$ cat src/design/tccb_pkg.sv
// Shared types and constants for the text console char buffer.
// No dependencies; used by tccb_cursor, the top level and the checker.
package tccb_pkg;

  localparam int MAX_COLS = 128;
  localparam int MAX_ROWS = 64;
  localparam int TAB_STOP = 8;

  localparam int COL_W  = $clog2(MAX_COLS);
  localparam int ROW_W  = $clog2(MAX_ROWS);
  localparam int TAB_W  = $clog2(TAB_STOP);
  localparam int ADDR_W = ROW_W + COL_W;
  localparam int DEPTH  = MAX_ROWS * MAX_COLS;
  localparam int CHAR_W = 8;

  localparam int CFG_IDX_W  = 1;
  localparam int CFG_DATA_W = 8;
  localparam logic [CFG_IDX_W-1:0] CFG_COLS = 1'b0;
  localparam logic [CFG_IDX_W-1:0] CFG_ROWS = 1'b1;

  localparam logic [COL_W:0] COLS_RESET = (COL_W+1)'(80);
  localparam logic [ROW_W:0] ROWS_RESET = (ROW_W+1)'(25);
  localparam logic [COL_W:0] COLS_MIN   = (COL_W+1)'(8);
  localparam logic [COL_W:0] COLS_MAX   = (COL_W+1)'(MAX_COLS);
  localparam logic [ROW_W:0] ROWS_MAX   = (ROW_W+1)'(MAX_ROWS);

  localparam logic [1:0] KIND_PUT    = 2'd0;
  localparam logic [1:0] KIND_SCROLL = 2'd1;
  localparam logic [1:0] KIND_CLEAR  = 2'd2;
  localparam logic [1:0] KIND_READ   = 2'd3;

  localparam logic [CHAR_W-1:0] CH_NUL   = 8'h00;
  localparam logic [CHAR_W-1:0] CH_TAB   = 8'h09;
  localparam logic [CHAR_W-1:0] CH_LF    = 8'h0A;
  localparam logic [CHAR_W-1:0] CH_FF    = 8'h0C;
  localparam logic [CHAR_W-1:0] CH_CR    = 8'h0D;
  localparam logic [CHAR_W-1:0] CH_BLANK = 8'h20;

  typedef struct packed {
    logic [1:0]        kind;
    logic [7:0]        char_code;
    logic signed [7:0] scroll_lines;
    logic [5:0]        read_row;
    logic [6:0]        read_col;
  } req_t;

  typedef struct packed {
    logic [7:0] cell_char;
    logic [6:0] cursor_col;
    logic [5:0] cursor_row;
    logic       lines_advanced;
  } rsp_t;

  typedef struct packed {
    logic [COL_W-1:0]  col;
    logic [ROW_W-1:0]  row;
    logic [COL_W:0]    cols;
    logic [ROW_W:0]    rows;
    logic [CHAR_W-1:0] char_code;
  } put_in_t;

  typedef struct packed {
    logic [COL_W-1:0] col;
    logic [ROW_W-1:0] row;
    logic             adv;
    logic             write_cell;
    logic             overflow;
  } put_out_t;

endpackage

$ cat src/design/tccb_cursor.sv
// Cursor move for one put request: control codes, tab, wrap, row overflow.
// Depends on tccb_pkg.
module tccb_cursor (
  input  tccb_pkg::put_in_t  pin,
  output tccb_pkg::put_out_t pout
);

  logic [tccb_pkg::COL_W:0] col_n;
  logic [tccb_pkg::ROW_W:0] row_n;
  logic                     adv;
  logic                     wr;
  logic                     over;

  always_comb begin
    col_n = {1'b0, pin.col};
    row_n = {1'b0, pin.row};
    adv   = 1'b0;
    wr    = 1'b0;
    over  = 1'b0;
    case (pin.char_code)
      tccb_pkg::CH_NUL: begin
        col_n = {1'b0, pin.col};
      end
      tccb_pkg::CH_CR: begin
        col_n = '0;
      end
      tccb_pkg::CH_LF: begin
        col_n = '0;
        row_n = row_n + 1'b1;
        adv   = 1'b1;
      end
      tccb_pkg::CH_FF: begin
        row_n = row_n + 1'b1;
        adv   = 1'b1;
      end
      tccb_pkg::CH_TAB: begin
        col_n = ((col_n >> tccb_pkg::TAB_W) + (tccb_pkg::COL_W+1)'(1)) << tccb_pkg::TAB_W;
      end
      default: begin
        wr    = 1'b1;
        col_n = col_n + 1'b1;
      end
    endcase
    // cursor is always inside the active area, so at most one wrap
    if (col_n >= pin.cols) begin
      col_n = col_n - pin.cols;
      row_n = row_n + 1'b1;
      adv   = 1'b1;
    end
    // at most one row past the end: scroll by one
    if (row_n >= pin.rows) begin
      over  = 1'b1;
      row_n = pin.rows - 1'b1;
    end
  end

  assign pout.col        = col_n[tccb_pkg::COL_W-1:0];
  assign pout.row        = row_n[tccb_pkg::ROW_W-1:0];
  assign pout.adv        = adv;
  assign pout.write_cell = wr;
  assign pout.overflow   = over;

endmodule

$ cat config.mk
export PLATFORM = sky130hd
export DESIGN_NAME = tccb_cursor
export DESIGN_NICKNAME = d
export VERILOG_FILES = /design/src/design/tccb_pkg.sv /design/src/design/tccb_cursor.sv
export SDC_FILE = /design/constraint.sdc
export NUM_CORES = 1
export LEC_CHECK = 0
export BUFFER_PORTS_ARGS = -buffer_cell sky130_fd_sc_hd__clkbuf_2
export CORE_AREA = 4 4 56 58
export DETAILED_ROUTE_END_ITERATION = 10
export DIE_AREA = 0 0 60 62
export PLACE_DENSITY = 0.89
export SLEW_MARGIN = 20
export SYNTH_ARGS = -nofsm -noshare
export SYNTH_HDL_FRONTEND = slang
export SYNTH_SLANG_ARGS = --single-unit
$ cat constraint.sdc
create_clock -name vclk -period 8
set_clock_uncertainty 0.15 [all_clocks]
set_input_delay 0.4 -clock vclk [all_inputs]
set_output_delay 0.4 -clock vclk [all_outputs]
set_load 0.05 [all_outputs]
==> metrics.cfg, run 1 <==
[power_and_ir_drop]
p_clk_frac=0
intPower_w=0.0000500
seqPwrFrac=0
total_power_w=0.000146
power_switching_w=0.0000963
vdd_drop_max_uv=71.7
power_frac_comb=1.000
p_per_area_nw_per_um2=84.0
p_leak_nw=0.830
p_sw_frac=0.658

[worst_setup_path]
worstPathArrival_ns=5.47
cp_max_fo=9
required_ns=7.45
critPathLaunchType=input port
crit_type=in -> out
endpoint_kind=primary output

[cells_and_area]
mostFrequentLayoutCell=clkbuf_2
clock_buffers=0
final_cell_mix=clkbuf_2 (52), ha_1 (20), inv_1 (19)
drive_above_1_share=0.293
seq_cell_count=0
register_area_sq_um=0
fin_nets=308
syn_to_final_growth_pct=15.8
diodes=0

[floorplan]
core.rowCount=19
die_h_um=62
start_util=0.565
die-width_um=60
die-area_sq_um=3720
ioPinCount=52
coreArea_sq_um=2660

[drt]
drt-wirelength-per-cell_um=13.0
drt_wl_total_um=3650
firstDrtPassIters=4
vias_per_cell=5.80
drc=0
num_vias=1624
drt_first_iter_violations=71
antenna_left=0

[global_routing]
grt-ovfl-total=0
grt_pass1_vias=1470
grt.total_usage=0.195
grt_pass1_wl_um=5960
grt_max_degree=10
antenna_found_initial=0

[timing]
period_needed_ns=6.02
max_freq_mhz=166
setup_viol=0
totalNegativeSetupSlack_ns=0
tightest_slew_ns=0.490
hold_viol_final=0
rsz0062_at_grt=no
maxSlewViolCount=0
fin_crit_sh=0.753
setup_slack_ns=1.98
relSlewSlack=0.671

[status]
status=finished, final reports clean

[clock_tree]
post_cts_buffers=0
cts_resized=0
cts_hold_buf=0

[synthesis]
syn_avg_cell_area_sq_um=7.27
synth.distinct_cells=59
synth_top_family_by_area=compound AO/OA/AOI/OAI gates
synthAdderAreaFrac=0.180
synth_xor_area_frac=0.116
syn-num-nets=264
yosys-top-cells-area=ha_1 (17%), xnor2_1 (7.6%), mux2_2 (5.2%)
synth_compound_area_frac=0.305
synthMuxAreaShare=0.0732
yosys.area.top_type=ha_1
postSynthCellCount=207
ys_seq_area_frac=0
synth_top_area_share=0.166
synthSimpleGateAreaFrac=0.233
yosysWarnings=0
netlist_area_sq_um=1500

[worst_hold_path]
worstHoldPathType=in -> out
worst_hold_path.num_cells=5

[place]
gp_congestion=0.894
dp_slack_ns=1.98
dp_hpwl_um=3130
io_buffers=52

[job]
maxCapViolations=0

==> power by group through the flow <==
stage	registers [W]	clock network [W]	logic, W
after floorplan	0	0	0.000113
after global placement	0	0	0.000143
after detailed placement	0	0	0.000145
after CTS	0	0	0.000146
after global routing	0	0	0.000159
final	0	0	0.000146
==> worst max-delay path, stage by stage <==
cell	delay (ns)
clkbuf_2	0.09
or4_4	0.61
a21oi_2	0.17
and2_2	0.21
inv_2	0.08
o21ai_1	0.19
ha_1	0.20
inv_1	0.06
fa_1	0.42
a21o_1	0.17
a21oi_1	0.26
a31o_2	0.27
and2_1	0.38
mux2_2	0.39
ha_1	0.27
nand2_1	0.04
o21ai_0	0.16
a31oi_1	0.10
o21a_1	0.26
inv_2	0.14
nor4b_1	0.07
a211oi_1	0.20
clkbuf_2	0.32
==> routing by layer <==
| layer | GRT usage | share of wire | vias to the layer above |
|---|---|---|---|
| met5 | 0 | 0 | - |
| met4 | 0.00949 | 0.0022 | 0 |
| met3 | 0.00207 | 0.055 | 2 |
| met2 | 0.372 | 0.48 | 49 |
| met1 | 0.258 | 0.47 | 732 |
| li1 | - | - | 841 |
==> path summary, 6_finish.rpt <==
path | start | end | slack, ns
setup / recovery | pin[5] | pout[8] | 1.98
hold / removal | pin[12] | pout[7] | 1.17
==> kinds of logic after synthesis <==
group | count (synthesis)
xor gates and xnor gates | 19
adders and majority gates | 21
buffers and inverters | 31
AOI/OAI and AO/OA | 63
and+or+nand+nor | 63
muxes | 10
==> through the flow <==
step                      cells  instance area (sq um)  hold WS [ns]  utilization
final                       280                   1740          1.17        0.654
after global routing        280                   1740          1.20        0.654
after CTS                   280                   1740          1.18        0.654
after detailed placement    280                   1740          1.17        0.654
after global placement      280                   1740          1.17        0.654
after floorplan             207                   1500         0.966            -
==> synth_stat cells (5+ instances only) <==
cell type,count
a21o_1,5
a21oi_1,15
ha_1,20
inv_1,19
mux2_2,7
nand2_1,17
nand3_1,9
nor2_1,7
o21a_1,5
o21ai_1,6
xnor2_1,13
xor2_1,5
==> final cells by class <==
class              count  area (sq um)
fillers              250           921
inverters             21          78.8
multi-input cells    176          1360
well taps             31          38.8
repair buffers        52           260
No activity file was read; power rests on OpenSTA's default activity.
==> inputs of run 2 (changes only) <==
- CORE_AREA: 4 4 56 58 -> 4 4 61 63
- DIE_AREA: 0 0 60 62 -> 0 0 65 67
- PLACE_DENSITY: 0.89 -> 0.79
- clock period: 8 -> 5.2 ns (I/O delays scaled with it)
==> run 2 against run 1 <==
Net effect: wire length grew 7.3%; critical path depth is 1 lower; first-iteration DRC count rose by 8.5%; power grew 77%; die area up 17%; cell area up 12%; global-route usage decreased by 2.3 points; count of clock-buffer cells in the layout unchanged; worst setup slack got worse by 1.7 ns; combinational power is 77% higher; non-clock buffer count increased by 12; core utilization is 4.9 points lower; highest routed layer unchanged.
==> metrics.cfg, run 2 (same netlist as run 1, synthesis figures left out) <==
[timing]
setup_viol=0
maxSlewViolCount=0
fin_crit_sh=0.955
tightest_slew_ns=0.535
max_freq_mhz=201
relSlewSlack=0.641
totalNegativeSetupSlack_ns=0
period_needed_ns=4.97
hold_viol_final=0

[cells_and_area]
diodes=0
final_cell_mix=clkbuf_2 (46), ha_1 (20), inv_1 (19)
final_area_sq_um=1950
fin_util=0.605
mostFrequentLayoutCell=clkbuf_2
multi_input_comb_area_sq_um=1410
syn_to_final_growth_pct=29.9
register_area_sq_um=0
fin_nets=320
seq_cell_count=0
clock_buffers=0
drive_above_1_share=0.349
fillers=311

[worst_setup_path]
cp_max_fo=5
worstPathArrival_ns=4.56
crit_type=in -> out
critPathLaunchType=input port
endpoint_kind=primary output
required_ns=4.79

[place]
dpl_cell_area_sq_um=1900
dp_hpwl_um=3280
io_buffers=52
gp_congestion=0.859

[global_routing]
antenna_found_initial=0
grt.total_usage=0.173
busiest_layer=met2
grt_max_degree=9
grt-ovfl-total=0
met1_usage=0.219
use_met3=0.00843
use_met2=0.326
grt_pass1_vias=1537
grt_pass1_wl_um=6380

[power_and_ir_drop]
total_power_w=0.000258
intPower_w=0.000101
p_sw_frac=0.610
p_clk_frac=0
power_switching_w=0.000158
vdd_drop_max_uv=91.0
power_frac_comb=1.000
p_per_area_nw_per_um2=132
seqPwrFrac=0
p_leak_nw=0.914

[floorplan]
die-area_sq_um=4360
die_h_um=67
core.rowCount=21
ioPinCount=52
die-width_um=65
coreArea_sq_um=3230
start_util=0.465

[job]
maxCapViolations=0

[worst_hold_path]
worstHoldPathType=in -> out
worst_hold_path.num_cells=5

[status]
status=finished, final reports clean

[drt]
vias_per_cell=5.45
num_vias=1674
firstDrtPassIters=4
drt-wirelength-per-cell_um=12.7
antenna_left=0
drt_first_iter_violations=77
drc=0
drt_wl_total_um=3910

[clock_tree]
post_cts_buffers=0

## run 2: final cells by class
| cell class | instances | area share |
|---|---|---|
| Tap cell | 46 | 0.0294 |
| Timing Repair Buffer | 64 | 0.206 |
| Inverter | 21 | 0.0416 |
| Multi-Input combinational cell | 176 | 0.723 |
## run 2: worst paths after layout
check                  start  endpoint  slack, ns
worst max-delay path  pin[5]   pout[5]       0.23
worst min-delay path  pin[8]   pout[3]       0.85
## run 2: worst max-delay path, stage by stage
cell,delay (ns)
clkbuf_2,0.09
or4_4,0.53
a21oi_2,0.13
and2_2,0.17
inv_2,0.05
o21ai_2,0.13
ha_1,0.19
inv_1,0.06
fa_1,0.42
a21o_1,0.20
a21oi_4,0.18
a31o_4,0.21
and2_1,0.15
mux2_2,0.35
ha_1,0.28
nand2_1,0.05
o21ai_1,0.12
a31oi_1,0.11
o21a_2,0.25
inv_4,0.10
mux2_2,0.34
buf_4,0.19
## run 2: layer usage
metal / part of all wire / vias up
met1: 0.42 / 774
met2: 0.54 / 32
met5: 0 / -
met4: 0.0084 / 0
met3: 0.033 / 4
li1: - / 864
## run 2: metrics by stage
stage	hold slack (ns)	worst slack [ns]	cells
global placement	0.830	0.0629	307
global route	0.899	-0.00545	307
floorplan	0.686	-0.223	207
detailed placement	0.852	-0.0884	307
CTS	0.852	0.0416	307
finish	0.846	0.231	307
## run 2: power groups by stage
| stage | registers, W | clock network, W | logic (W) |
|---|---|---|---|
| after global placement | 0 | 0 | 0.000244 |
| after global routing | 0 | 0 | 0.000280 |
| after floorplan | 0 | 0 | 0.000175 |
| after detailed placement | 0 | 0 | 0.000247 |
| after CTS | 0 | 0 | 0.000250 |
| final | 0 | 0 | 0.000258 |
## run 2: repair_timing
item | CTS | global route
hold buffers | 0 | 0
setup endpoints to repair | 3 | 7
cloned | 0 | 0
pin swaps | 0 | 4
resized for setup | 2 | 16
==> inputs of run 3 (changes only) <==
- ABC_AREA: not set -> 1
- CORE_AREA: 4 4 61 63 -> 4 4 62 64
- DIE_AREA: 0 0 65 67 -> 0 0 66 68
==> run 3 against run 2 <==
Net effect: combinational power decreased by 4%; hold slack better by 0.030 ns; synthesized cell count rose by 40%; die area grew 3.1%; non-clock buffer count down 8; cell area down 3.5%.
==> metrics.cfg, run 3 <==
[floorplan]
die-area_sq_um=4490
coreArea_sq_um=3280
core.rowCount=21
die_h_um=68
die-width_um=66
ioPinCount=52
start_util=0.482

[worst_setup_path]
critPathLaunchType=input port
max_stage_delay_ns=0.43
crit_buf_inv=8
slowest_stage=fa_1
crit_type=in -> out
worstPathArrival_ns=4.29
endpoint_kind=primary output
required_ns=4.79
critical_path.endpoint=pout[4]
crit_cells=27
cp_max_fo=12
startpoint=pin[4]
critPathTopFamily=simple AND/OR/NAND/NOR gates
cpMostUsedCell=inv_1

[power_and_ir_drop]
vdd_drop_max_uv=86.4
p_per_area_nw_per_um2=131
p_leak_nw=1.19
seqPwrFrac=0
power_switching_w=0.000171
p_sw_frac=0.690
p_clk_frac=0
intPower_w=0.0000769
power_frac_comb=1.000

[drt]
drt-wirelength-per-cell_um=9.51
firstDrtPassIters=4
drt_wl_total_um=3660
drt_first_iter_violations=75
drc=0
vias_per_cell=4.74
antenna_left=0
num_vias=1824

[synthesis]
yosys.area.top_type=nand2_1
postSynthCellCount=290
synth_top_area_share=0.185
ys_seq_area_frac=0
synth_common_cells=nand2_1 (78), inv_1 (54), nand3_1 (27), ha_1 (20), nor2_1 (20)
synth.distinct_cells=31
syn-num-nets=347
syn_avg_cell_area_sq_um=5.46
yosys-top-cells-area=nand2_1 (18%), ha_1 (16%), inv_1 (13%)
synth_most_common_cell=nand2_1
yosysWarnings=0
netlist_area_sq_um=1580

[status]
status=finished, final reports clean

[place]
io_buffers=52
dp_hpwl_um=3300
dpl_cell_area_sq_um=1870
gp_congestion=0.878

[global_routing]
grt_pass1_wl_um=6440
antenna_found_initial=0
grt.total_usage=0.170
grt_pass1_vias=1666
grt_max_degree=13
grt-ovfl-total=0

[cells_and_area]
seq_cell_count=0
mostFrequentLayoutCell=nand2_1
syn_to_final_growth_pct=19.2
fin_nets=398
diodes=0
drive_above_1_share=0.233
final_area_sq_um=1890
fillers=350
multi_input_comb_area_sq_um=1320
final_cell_mix=nand2_1 (78), inv_1 (54), clkbuf_2 (51)
clock_buffers=0
register_area_sq_um=0

[clock_tree]
cts_hold_buf=0

[timing]
totalNegativeSetupSlack_ns=0
tightest_slew_ns=0.282
relSlewSlack=0.813
setup_viol=0
maxSlewViolCount=0
period_needed_ns=4.70
rsz0062_at_grt=no
fin_crit_sh=0.903
hold_viol_final=0
max_freq_mhz=213

[job]
maxCapViolations=0

[worst_hold_path]
worstHoldPathType=in -> out
worst_hold_path.num_cells=5
min_from=pin[13]

## run 3: how the worst min path moves through the flow
| stage | to | slack, ns |
|---|---|---|
| 2_1_floorplan | pout[8] | 0.75 |
| 3_3_place_gp | pout[3] | 0.89 |
| 3_5_place_dp | pout[8] | 0.88 |
| 4_1_cts | pout[8] | 0.88 |
| 5_1_grt | pout[3] | 0.93 |
| 6_report | pout[8] | 0.88 |
## run 3: power groups by stage
| stage | sequential [W] | clock (W) | combinational (W) |
|---|---|---|---|
| final | 0 | 0 | 0.000248 |
| after global placement | 0 | 0 | 0.000245 |
| after CTS | 0 | 0 | 0.000248 |
| after global routing | 0 | 0 | 0.000277 |
| after detailed placement | 0 | 0 | 0.000247 |
| after floorplan | 0 | 0 | 0.000187 |
## run 3: cells by family after synthesis
group	Yosys count	share of synthesized area
muxes	1	0.00632
and+or+nand+nor	157	0.464
xor gates and xnor gates	15	0.0830
AOI/OAI and AO/OA	31	0.106
buffers and inverters	65	0.170
adders and majority gates	21	0.171
## run 3: metrics by stage
stage               hold slack [ns]  utilization  std cells  total power, W  setup slack (ns)
finish                        0.877        0.574        385        0.000248             0.503
global route                  0.934        0.574        385        0.000277          0.000310
CTS                           0.880        0.570        384        0.000248             0.303
detailed placement            0.880        0.570        384        0.000247             0.322
global placement              0.891        0.570        384        0.000245             0.408
floorplan                     0.752            -        290        0.000187             0.302
## run 3: metal layers
metal | vias to the layer above | GRT usage | part of all wire
met4 | 0 | 0.0127 | 0.0022
li1 | 1018 | - | -
met2 | 37 | 0.345 | 0.49
met5 | - | 0 | 0
met3 | 2 | 0.00821 | 0.051
met1 | 767 | 0.203 | 0.46
## run 3: what timing repair did
item	in CTS	in global routing
endpoints found under the setup margin	0	4
gates resized for setup	0	3
setup buffers	0	1
## run 3: final cells by class
class                           instances  area share
Multi-Input combinational cell        225       0.699
Inverter                               58       0.115
Timing Repair Buffer                   56       0.155
Tap cell                               46      0.0305
